[src/rtl/core/fir_pkg.sv]
// shared types and constants of the loadable-tap fir filter
`default_nettype none

package fir_pkg;

    localparam int MAX_TAPS_DEF    = 64;
    localparam int DATA_W          = 16;
    localparam int TAP_COUNT_W     = 7;
    localparam int TAP_INDEX_W     = 6;
    localparam int TAP_COUNT_RESET = 64;
    localparam int PROD_W          = 2 * DATA_W;
    localparam int FRAC_BITS       = 15;

    typedef enum logic [0:0] {
        OP_FILTER = 1'b0,
        OP_LOAD   = 1'b1
    } fir_op_t;

    typedef struct packed {
        fir_op_t                  op;
        logic [TAP_INDEX_W-1:0]   tap_index;
        logic signed [DATA_W-1:0] coefficient;
        logic signed [DATA_W-1:0] sample;
    } fir_in_t;

    typedef struct packed {
        logic signed [DATA_W-1:0] filtered;
        logic                     saturated;
    } fir_out_t;

    typedef enum logic [2:0] {
        ST_CLEAR,
        ST_IDLE,
        ST_ISSUE,
        ST_DRAIN,
        ST_FINISH
    } fir_state_t;

    typedef struct packed {
        logic acc_clear;
        logic issue;
    } fir_mac_ctrl_t;

endpackage

`default_nettype wire

[src/rtl/core/fir_ram.sv]
// generic single-write, single-read ram with registered read data
`default_nettype none

module fir_ram #(
    parameter int WIDTH = 16,
    parameter int DEPTH = 64
) (
    input  wire logic                     aclk,
    input  wire logic                     we,
    input  wire logic [$clog2(DEPTH)-1:0] waddr,
    input  wire logic [WIDTH-1:0]         wdata,
    input  wire logic [$clog2(DEPTH)-1:0] raddr,
    output logic      [WIDTH-1:0]         rdata
);

    logic [WIDTH-1:0] mem [DEPTH];

    always_ff @(posedge aclk) begin
        if (we) begin
            mem[waddr] <= wdata;
        end
        rdata <= mem[raddr];
    end

endmodule

`default_nettype wire

[src/rtl/core/fir_mac.sv]
// shared multiply-accumulate unit with round and saturate of the sum
`default_nettype none

module fir_mac #(
    parameter int MAX_TAPS = fir_pkg::MAX_TAPS_DEF
) (
    input  wire logic                             aclk,
    input  wire logic                             aresetn,
    input  wire fir_pkg::fir_mac_ctrl_t           ctrl,
    input  wire logic signed [fir_pkg::DATA_W-1:0] coef_rd,
    input  wire logic signed [fir_pkg::DATA_W-1:0] hist_rd,
    output logic                                  busy,
    output fir_pkg::fir_out_t                     result
);

    localparam int ACC_W = fir_pkg::PROD_W + $clog2(MAX_TAPS);

    localparam logic signed [ACC_W-1:0] ROUND_HALF = ACC_W'(1 << (fir_pkg::FRAC_BITS - 1));
    localparam logic signed [ACC_W-1:0] OUT_MAX    = ACC_W'((1 << (fir_pkg::DATA_W - 1)) - 1);
    localparam logic signed [ACC_W-1:0] OUT_MIN    = ACC_W'(-(1 << (fir_pkg::DATA_W - 1)));

    logic                              rd_valid_reg;
    logic                              prod_valid_reg;
    logic signed [fir_pkg::PROD_W-1:0] prod_reg;
    logic signed [ACC_W-1:0]           acc_reg;
    logic signed [ACC_W-1:0]           rounded;
    logic signed [ACC_W-1:0]           shifted;

    // ram read data lines up with the registered issue flag rd_valid_reg
    always_ff @(posedge aclk) begin
        if (!aresetn) begin
            rd_valid_reg   <= 1'b0;
            prod_valid_reg <= 1'b0;
        end else begin
            rd_valid_reg   <= ctrl.issue;
            prod_valid_reg <= rd_valid_reg;
        end
    end

    always_ff @(posedge aclk) begin
        prod_reg <= fir_pkg::PROD_W'(coef_rd) * fir_pkg::PROD_W'(hist_rd);
        if (ctrl.acc_clear) begin
            acc_reg <= '0;
        end else if (prod_valid_reg) begin
            acc_reg <= acc_reg + ACC_W'(prod_reg);
        end
    end

    assign busy = rd_valid_reg | prod_valid_reg;

    // round half up, then clip to the output range
    always_comb begin
        rounded = acc_reg + ROUND_HALF;
        shifted = rounded >>> fir_pkg::FRAC_BITS;
        if (shifted > OUT_MAX) begin
            result.filtered  = fir_pkg::DATA_W'(OUT_MAX);
            result.saturated = 1'b1;
        end else if (shifted < OUT_MIN) begin
            result.filtered  = fir_pkg::DATA_W'(OUT_MIN);
            result.saturated = 1'b1;
        end else begin
            result.filtered  = fir_pkg::DATA_W'(shifted);
            result.saturated = 1'b0;
        end
    end

endmodule

`default_nettype wire

[src/rtl/core/fir_filter_loadable_taps_unit.sv]
// Direct-form fir filter with a loadable coefficient store.
// Input channel s_*: one item per transfer. A load item (op = load) writes
// a coefficient at tap_index and gives no result; s_ready stays high for
// the next item. A filter item gives one result on m_*: the sum of
// coefficient j times the sample j+1 filter items back, j below tap_count,
// rounded half up by 15 bits and clipped to 16 bits with a saturated flag.
// The new sample then enters the history.
// A filter item runs one multiply-accumulate per tap through a single
// multiplier (tap_count above MAX_TAPS counts as MAX_TAPS): the issue state
// reads the taps in turn, the drain state waits for the last product to
// reach the accumulator and the finish state puts the result in the output
// register; with tap_count zero the item goes straight to the finish state.
// s_ready is low while an item is worked.
// The result sits in an output register: the next item is taken while it
// waits, and a filter item finishing before the receiver has taken the
// previous result holds until m_ready.
// cfg_*: writes tap_count, always ready; write only while the block is idle.
// After reset a clearing pass over every address zeroes the history and
// the coefficients; s_ready stays low meanwhile. tap_count resets to 64.
`default_nettype none

module fir_filter_loadable_taps_unit #(
    parameter int MAX_TAPS = fir_pkg::MAX_TAPS_DEF
) (
    input  wire logic                                aclk,
    input  wire logic                                aresetn,
    input  wire logic                                s_valid,
    output logic                                     s_ready,
    input  wire fir_pkg::fir_in_t                    s_data,
    output logic                                     m_valid,
    input  wire logic                                m_ready,
    output fir_pkg::fir_out_t                        m_data,
    input  wire logic                                cfg_valid,
    output logic                                     cfg_ready,
    input  wire logic [fir_pkg::TAP_COUNT_W-1:0]     cfg_data
);

    localparam int AW = $clog2(MAX_TAPS);
    localparam int TW = $clog2(MAX_TAPS + 1);
    localparam logic [AW-1:0] LAST_ADDR = AW'(MAX_TAPS - 1);

    fir_pkg::fir_state_t state_reg, state_next;
    logic [AW-1:0] clr_addr_reg, clr_addr_next;
    logic [AW-1:0] cnt_reg, cnt_next;
    logic [AW-1:0] hist_addr_reg, hist_addr_next;
    logic [AW-1:0] ptr_reg, ptr_next;
    logic [TW-1:0] taps_reg, taps_next;
    logic [TW-1:0] taps_in;
    logic signed [fir_pkg::DATA_W-1:0] sample_reg, sample_next;
    logic [fir_pkg::TAP_COUNT_W-1:0] tap_count_reg;
    logic m_valid_reg, m_valid_next;
    fir_pkg::fir_out_t m_data_reg, m_data_next;

    logic                         coef_we;
    logic [AW-1:0]                coef_waddr;
    logic [fir_pkg::DATA_W-1:0]   coef_wdata;
    logic [fir_pkg::DATA_W-1:0]   coef_rdata;
    logic                         hist_we;
    logic [AW-1:0]                hist_waddr;
    logic [fir_pkg::DATA_W-1:0]   hist_wdata;
    logic [fir_pkg::DATA_W-1:0]   hist_rdata;

    fir_pkg::fir_mac_ctrl_t mac_ctrl;
    logic                   mac_busy;
    fir_pkg::fir_out_t      mac_result;

    fir_ram #(
        .WIDTH (fir_pkg::DATA_W),
        .DEPTH (MAX_TAPS)
    ) u_coef_ram (
        .aclk  (aclk),
        .we    (coef_we),
        .waddr (coef_waddr),
        .wdata (coef_wdata),
        .raddr (cnt_reg),
        .rdata (coef_rdata)
    );

    fir_ram #(
        .WIDTH (fir_pkg::DATA_W),
        .DEPTH (MAX_TAPS)
    ) u_hist_ram (
        .aclk  (aclk),
        .we    (hist_we),
        .waddr (hist_waddr),
        .wdata (hist_wdata),
        .raddr (hist_addr_reg),
        .rdata (hist_rdata)
    );

    fir_mac #(
        .MAX_TAPS (MAX_TAPS)
    ) u_mac (
        .aclk    (aclk),
        .aresetn (aresetn),
        .ctrl    (mac_ctrl),
        .coef_rd (coef_rdata),
        .hist_rd (hist_rdata),
        .busy    (mac_busy),
        .result  (mac_result)
    );

    // tap count register
    assign cfg_ready = 1'b1;

    always_ff @(posedge aclk) begin
        if (!aresetn) begin
            tap_count_reg <= fir_pkg::TAP_COUNT_W'(fir_pkg::TAP_COUNT_RESET);
        end else if (cfg_valid && cfg_ready) begin
            tap_count_reg <= cfg_data;
        end
    end

    // tap count clipped to the store depth
    always_comb begin
        if (32'(tap_count_reg) > MAX_TAPS) begin
            taps_in = TW'(MAX_TAPS);
        end else begin
            taps_in = TW'(tap_count_reg);
        end
    end

    always_ff @(posedge aclk) begin
        if (!aresetn) begin
            state_reg    <= fir_pkg::ST_CLEAR;
            clr_addr_reg <= '0;
            ptr_reg      <= '0;
            m_valid_reg  <= 1'b0;
        end else begin
            state_reg    <= state_next;
            clr_addr_reg <= clr_addr_next;
            ptr_reg      <= ptr_next;
            m_valid_reg  <= m_valid_next;
        end
    end

    always_ff @(posedge aclk) begin
        cnt_reg       <= cnt_next;
        hist_addr_reg <= hist_addr_next;
        taps_reg      <= taps_next;
        sample_reg    <= sample_next;
        m_data_reg    <= m_data_next;
    end

    always_comb begin
        state_next     = state_reg;
        clr_addr_next  = clr_addr_reg;
        cnt_next       = cnt_reg;
        hist_addr_next = hist_addr_reg;
        ptr_next       = ptr_reg;
        taps_next      = taps_reg;
        sample_next    = sample_reg;
        m_data_next    = m_data_reg;
        m_valid_next   = m_valid_reg && !m_ready;

        s_ready            = 1'b0;
        mac_ctrl.acc_clear = 1'b0;
        mac_ctrl.issue     = 1'b0;
        coef_we            = 1'b0;
        coef_waddr         = AW'(s_data.tap_index);
        coef_wdata         = s_data.coefficient;
        hist_we            = 1'b0;
        hist_waddr         = ptr_reg;
        hist_wdata         = sample_reg;

        unique case (state_reg)
            fir_pkg::ST_CLEAR: begin
                coef_we    = 1'b1;
                coef_waddr = clr_addr_reg;
                coef_wdata = '0;
                hist_we    = 1'b1;
                hist_waddr = clr_addr_reg;
                hist_wdata = '0;
                if (clr_addr_reg == LAST_ADDR) begin
                    state_next = fir_pkg::ST_IDLE;
                end else begin
                    clr_addr_next = clr_addr_reg + AW'(1);
                end
            end
            fir_pkg::ST_IDLE: begin
                s_ready = 1'b1;
                if (s_valid) begin
                    if (s_data.op == fir_pkg::OP_LOAD) begin
                        // load of an index beyond the store is dropped
                        coef_we = (32'(s_data.tap_index) < MAX_TAPS);
                    end else begin
                        sample_next        = s_data.sample;
                        taps_next          = taps_in;
                        cnt_next           = '0;
                        hist_addr_next     = (ptr_reg == '0) ? LAST_ADDR : ptr_reg - AW'(1);
                        mac_ctrl.acc_clear = 1'b1;
                        state_next         = (taps_in == '0) ? fir_pkg::ST_FINISH
                                                             : fir_pkg::ST_ISSUE;
                    end
                end
            end
            fir_pkg::ST_ISSUE: begin
                mac_ctrl.issue = 1'b1;
                cnt_next       = cnt_reg + AW'(1);
                hist_addr_next = (hist_addr_reg == '0) ? LAST_ADDR
                                                       : hist_addr_reg - AW'(1);
                if ((TW'(cnt_reg) + TW'(1)) == taps_reg) begin
                    state_next = fir_pkg::ST_DRAIN;
                end
            end
            fir_pkg::ST_DRAIN: begin
                // wait for the last product to reach the accumulator
                if (!mac_busy) begin
                    state_next = fir_pkg::ST_FINISH;
                end
            end
            fir_pkg::ST_FINISH: begin
                if (!m_valid_reg || m_ready) begin
                    m_valid_next = 1'b1;
                    m_data_next  = mac_result;
                    hist_we      = 1'b1;
                    ptr_next     = (ptr_reg == LAST_ADDR) ? '0 : ptr_reg + AW'(1);
                    state_next   = fir_pkg::ST_IDLE;
                end
            end
            default: begin
                state_next = fir_pkg::ST_IDLE;
            end
        endcase
    end

    assign m_valid = m_valid_reg;
    assign m_data  = m_data_reg;

endmodule

`default_nettype wire
[config.mk]
export PLATFORM = sky130hd
export DESIGN_NAME = fir_filter_loadable_taps_unit
export DESIGN_NICKNAME = d
export VERILOG_FILES = /design/src/rtl/core/fir_pkg.sv /design/src/rtl/core/fir_ram.sv /design/src/rtl/core/fir_mac.sv /design/src/rtl/core/fir_filter_loadable_taps_unit.sv
export SDC_FILE = /design/constraint.sdc
export NUM_CORES = 2
export LEC_CHECK = 0
export CORE_MARGIN = 2
export CORE_UTILIZATION = 64
export DETAILED_ROUTE_END_ITERATION = 8
export DONT_BUFFER_PORTS = 1
export GPL_ROUTABILITY_DRIVEN = 0
export MAX_ROUTING_LAYER = met4
export PLACE_DENSITY = 0.8
export SYNTH_ARGS = -nofsm -noshare
export SYNTH_HDL_FRONTEND = slang
export SYNTH_SLANG_ARGS = --single-unit
[constraint.sdc]
create_clock -name aclk -period 8.3 [get_ports aclk]
set_clock_uncertainty 0.05 [all_clocks]
set_input_delay 0.83 -clock aclk [delete_from_list [all_inputs] [get_ports aclk]]
set_output_delay 0.83 -clock aclk [all_outputs]
set_load 0.01 [all_outputs]
==> impl_metrics.json <==
{
  "status": "complete, no violations",
  "grtUsageTotal": 0.342,
  "setup_viol": 0,
  "root_buffer": "clkbuf_16",
  "clock_sinks": 2227,
  "fin_ws_ps": 1840,
  "core_um2": 150000,
  "clock.fmax_mhz": 155,
  "boundaryPins": 71,
  "drtPass1Iterations": 7,
  "grt-ovfl-total": 0,
  "rsz0062_at_grt": "no",
  "synth_top_area_cell": "edfxtp_1",
  "synthToLayoutAreaGrowth_pct": 10.5,
  "drive_above_1_share": 0.222,
  "final_cell_count_no_fill": 7509,
  "synth_seq_cells": 2227,
  "htreeDepth": 4,
  "place_hpwl_um": 140000,
  "grt_pass1_wl_um": 362000,
  "die-area_um2": 154000,
  "fin_crit_ps": 6460,
  "min_path_cells": 2,
  "drc": 0,
  "routed_wl_um": 250000,
  "hold_viol": 0,
  "fin_tns_setup_ps": 0,
  "postLayoutCellArea_um2": 107000,
  "die_y_um": 393,
  "die_w_um": 393,
  "drt-initial-drc-count": 7794,
  "min_path_type": "input pin to register",
  "fin_crit_sh": 0.778,
  "post_cts_resized": 0,
  "clockBufferDepth": 3,
  "synth_warnings": 0,
  "place_ws_ps": 1900,
  "rows": 142,
  "synthTopCellsByCount": "edfxtp_1, mux4_2, inv_1",
  "dp_cells": 7076,
  "crit_path_end_kind": "register",
  "yosysUniqueCellTypes": 72,
  "clk_latency_ps": 880,
  "r2r_cells": 17,
  "vias_per_cell": 6.90,
  "worst_pin_slew_ps": 1360,
  "vias": 51804,
  "ys.flop_type": "edfxtp_1",
  "reg2reg_slack_ps": 1840,
  "crit_top_cell": "fa_1",
  "cp_max_fo": 16,
  "slew_viol_final": 0,
  "final_nets": 5732,
  "routedWlPerCell_um": 33.3,
  "grt_pass1_vias": 52630,
  "synth_top_area_share": 0.653,
  "grt_max_degree": 139,
  "synth.area.top_cells": "edfxtp_1, mux4_2, fa_1, dfxtp_1, ha_1",
  "cts_setup_buffers": 0,
  "crit_path_max_incr_delay_ps": 910,
  "syn_area_um2": 96600,
  "start_util": 0.644,
  "yosysMostFrequentCell": "edfxtp_1",
  "cp.required_ps": 8950,
  "synth_seq_area_share": 0.679,
  "crit_chain": "nand2_1, inv_1, fa_1, fa_1, fa_1, fa_1, fa_1, inv_1, fa_1, inv_1, ha_1, nand2_1, or3_2, o311a_1, o21bai_1, a21oi_1, xnor2_1",
  "synthCells": 5122,
  "clkSlewWorstSetupHoldPaths_ps": 60,
  "synth.avg_cell_area_um2": 18.9,
  "final_antenna_net_count": 0,
  "startpoint_type": "register",
  "synth_edf_count": 2100,
  "cts_tree": "yes",
  "antenna_found_initial": 23,
  "crit_slowest_cell": "fa_1",
  "worstPathArrival_ps": 7110,
  "placed_area_um2": 99700,
  "relSlewSlack": 0.0921,
  "cts_buffers": 211,
  "synth-async-reset-ratio": 0,
  "criticalPathCategory": "register to register",
  "maxCapViolations": 0,
  "io_buffers": 0,
  "syn_nets": 5563
}
metrics by stage:
stage          utilization  hold slack (ps)
2_1_floorplan            -              381
3_3_place_gp         0.665              386
3_5_place_dp         0.665              402
4_1_cts              0.712             13.3
5_1_grt              0.712             59.1
6_report             0.712             71.7
layout make-up:
class,count,area (µm²)
inverter,313,1170
clock buffer,258,5530
clock inverter,139,1330
fill,8417,43200
sequential,2227,65600
timing repair buffer,193,1570
antenna,18,45.0
multi-input combinational,2345,29000
tap,2016,2520
logic make-up after synthesis:
group	Yosys count	share of synthesized area
adder cells (fa/ha/maj)	390	0.0709
buffers and inverters	550	0.0223
flip-flops	2227	0.679
XOR/XNOR	101	0.00915
AO/OA/AOI/OAI	336	0.0224
multiplexers	712	0.156
other	1	0.0000388
AND/OR/NAND/NOR	805	0.0399
final timing paths:
kind / to / from
setup / recovery: u_mac.prod_reg[31] / u_hist_ram.rdata[2]
hold / removal: tap_count_reg[6] / cfg_data[6]
setup reg to reg: u_mac.prod_reg[31] / u_hist_ram.rdata[2]
hold reg to reg: u_mac.acc_reg[6] / u_mac.acc_reg[6]
critical path, delay by kind of cell (launching register included):
kind / cells / cell delay [ps]
buffers and inverters: 3 / 210
adder cells (fa/ha/maj): 7 / 3810
AND/OR/NAND/NOR: 3 / 810
AO/OA/AOI/OAI: 3 / 620
flip-flops: 1 / 690
XOR/XNOR: 1 / 140
layout by cell type (no fill, tap or decap), types with 43 or more instances in the layout:
cell and instances:
fa_1 263, edfxtp_1 2100, dfxtp_1 126, xnor2_1 71, buf_4 170, a21oi_1 79
ha_1 127, clkbuf_1 43, mux2i_1 67, nand2_1 236, nand3_1 44, mux4_2 638
nor2_1 189, and2_1 137, clkbuf_16 214, o21ai_0 83, clkinv_1 45, inv_1 312
per-layer routing:
metal	up-vias	global-route usage	wire length (µm)
li1	20344	-	-
met1	26663	0.454	87000
met2	4071	0.512	120000
met3	726	0.0899	32300
met4	0	0.141	11100
met5	-	-	0
what timing repair did:
action                     4_1_cts  5_1_grt
hold endpoints to repair        17        0
hold buffers                    17        0
setup endpoints to repair        0        0
Power is not shown: default switching activity piles up to over one toggle a cycle in this logic, so the estimate is an artifact.
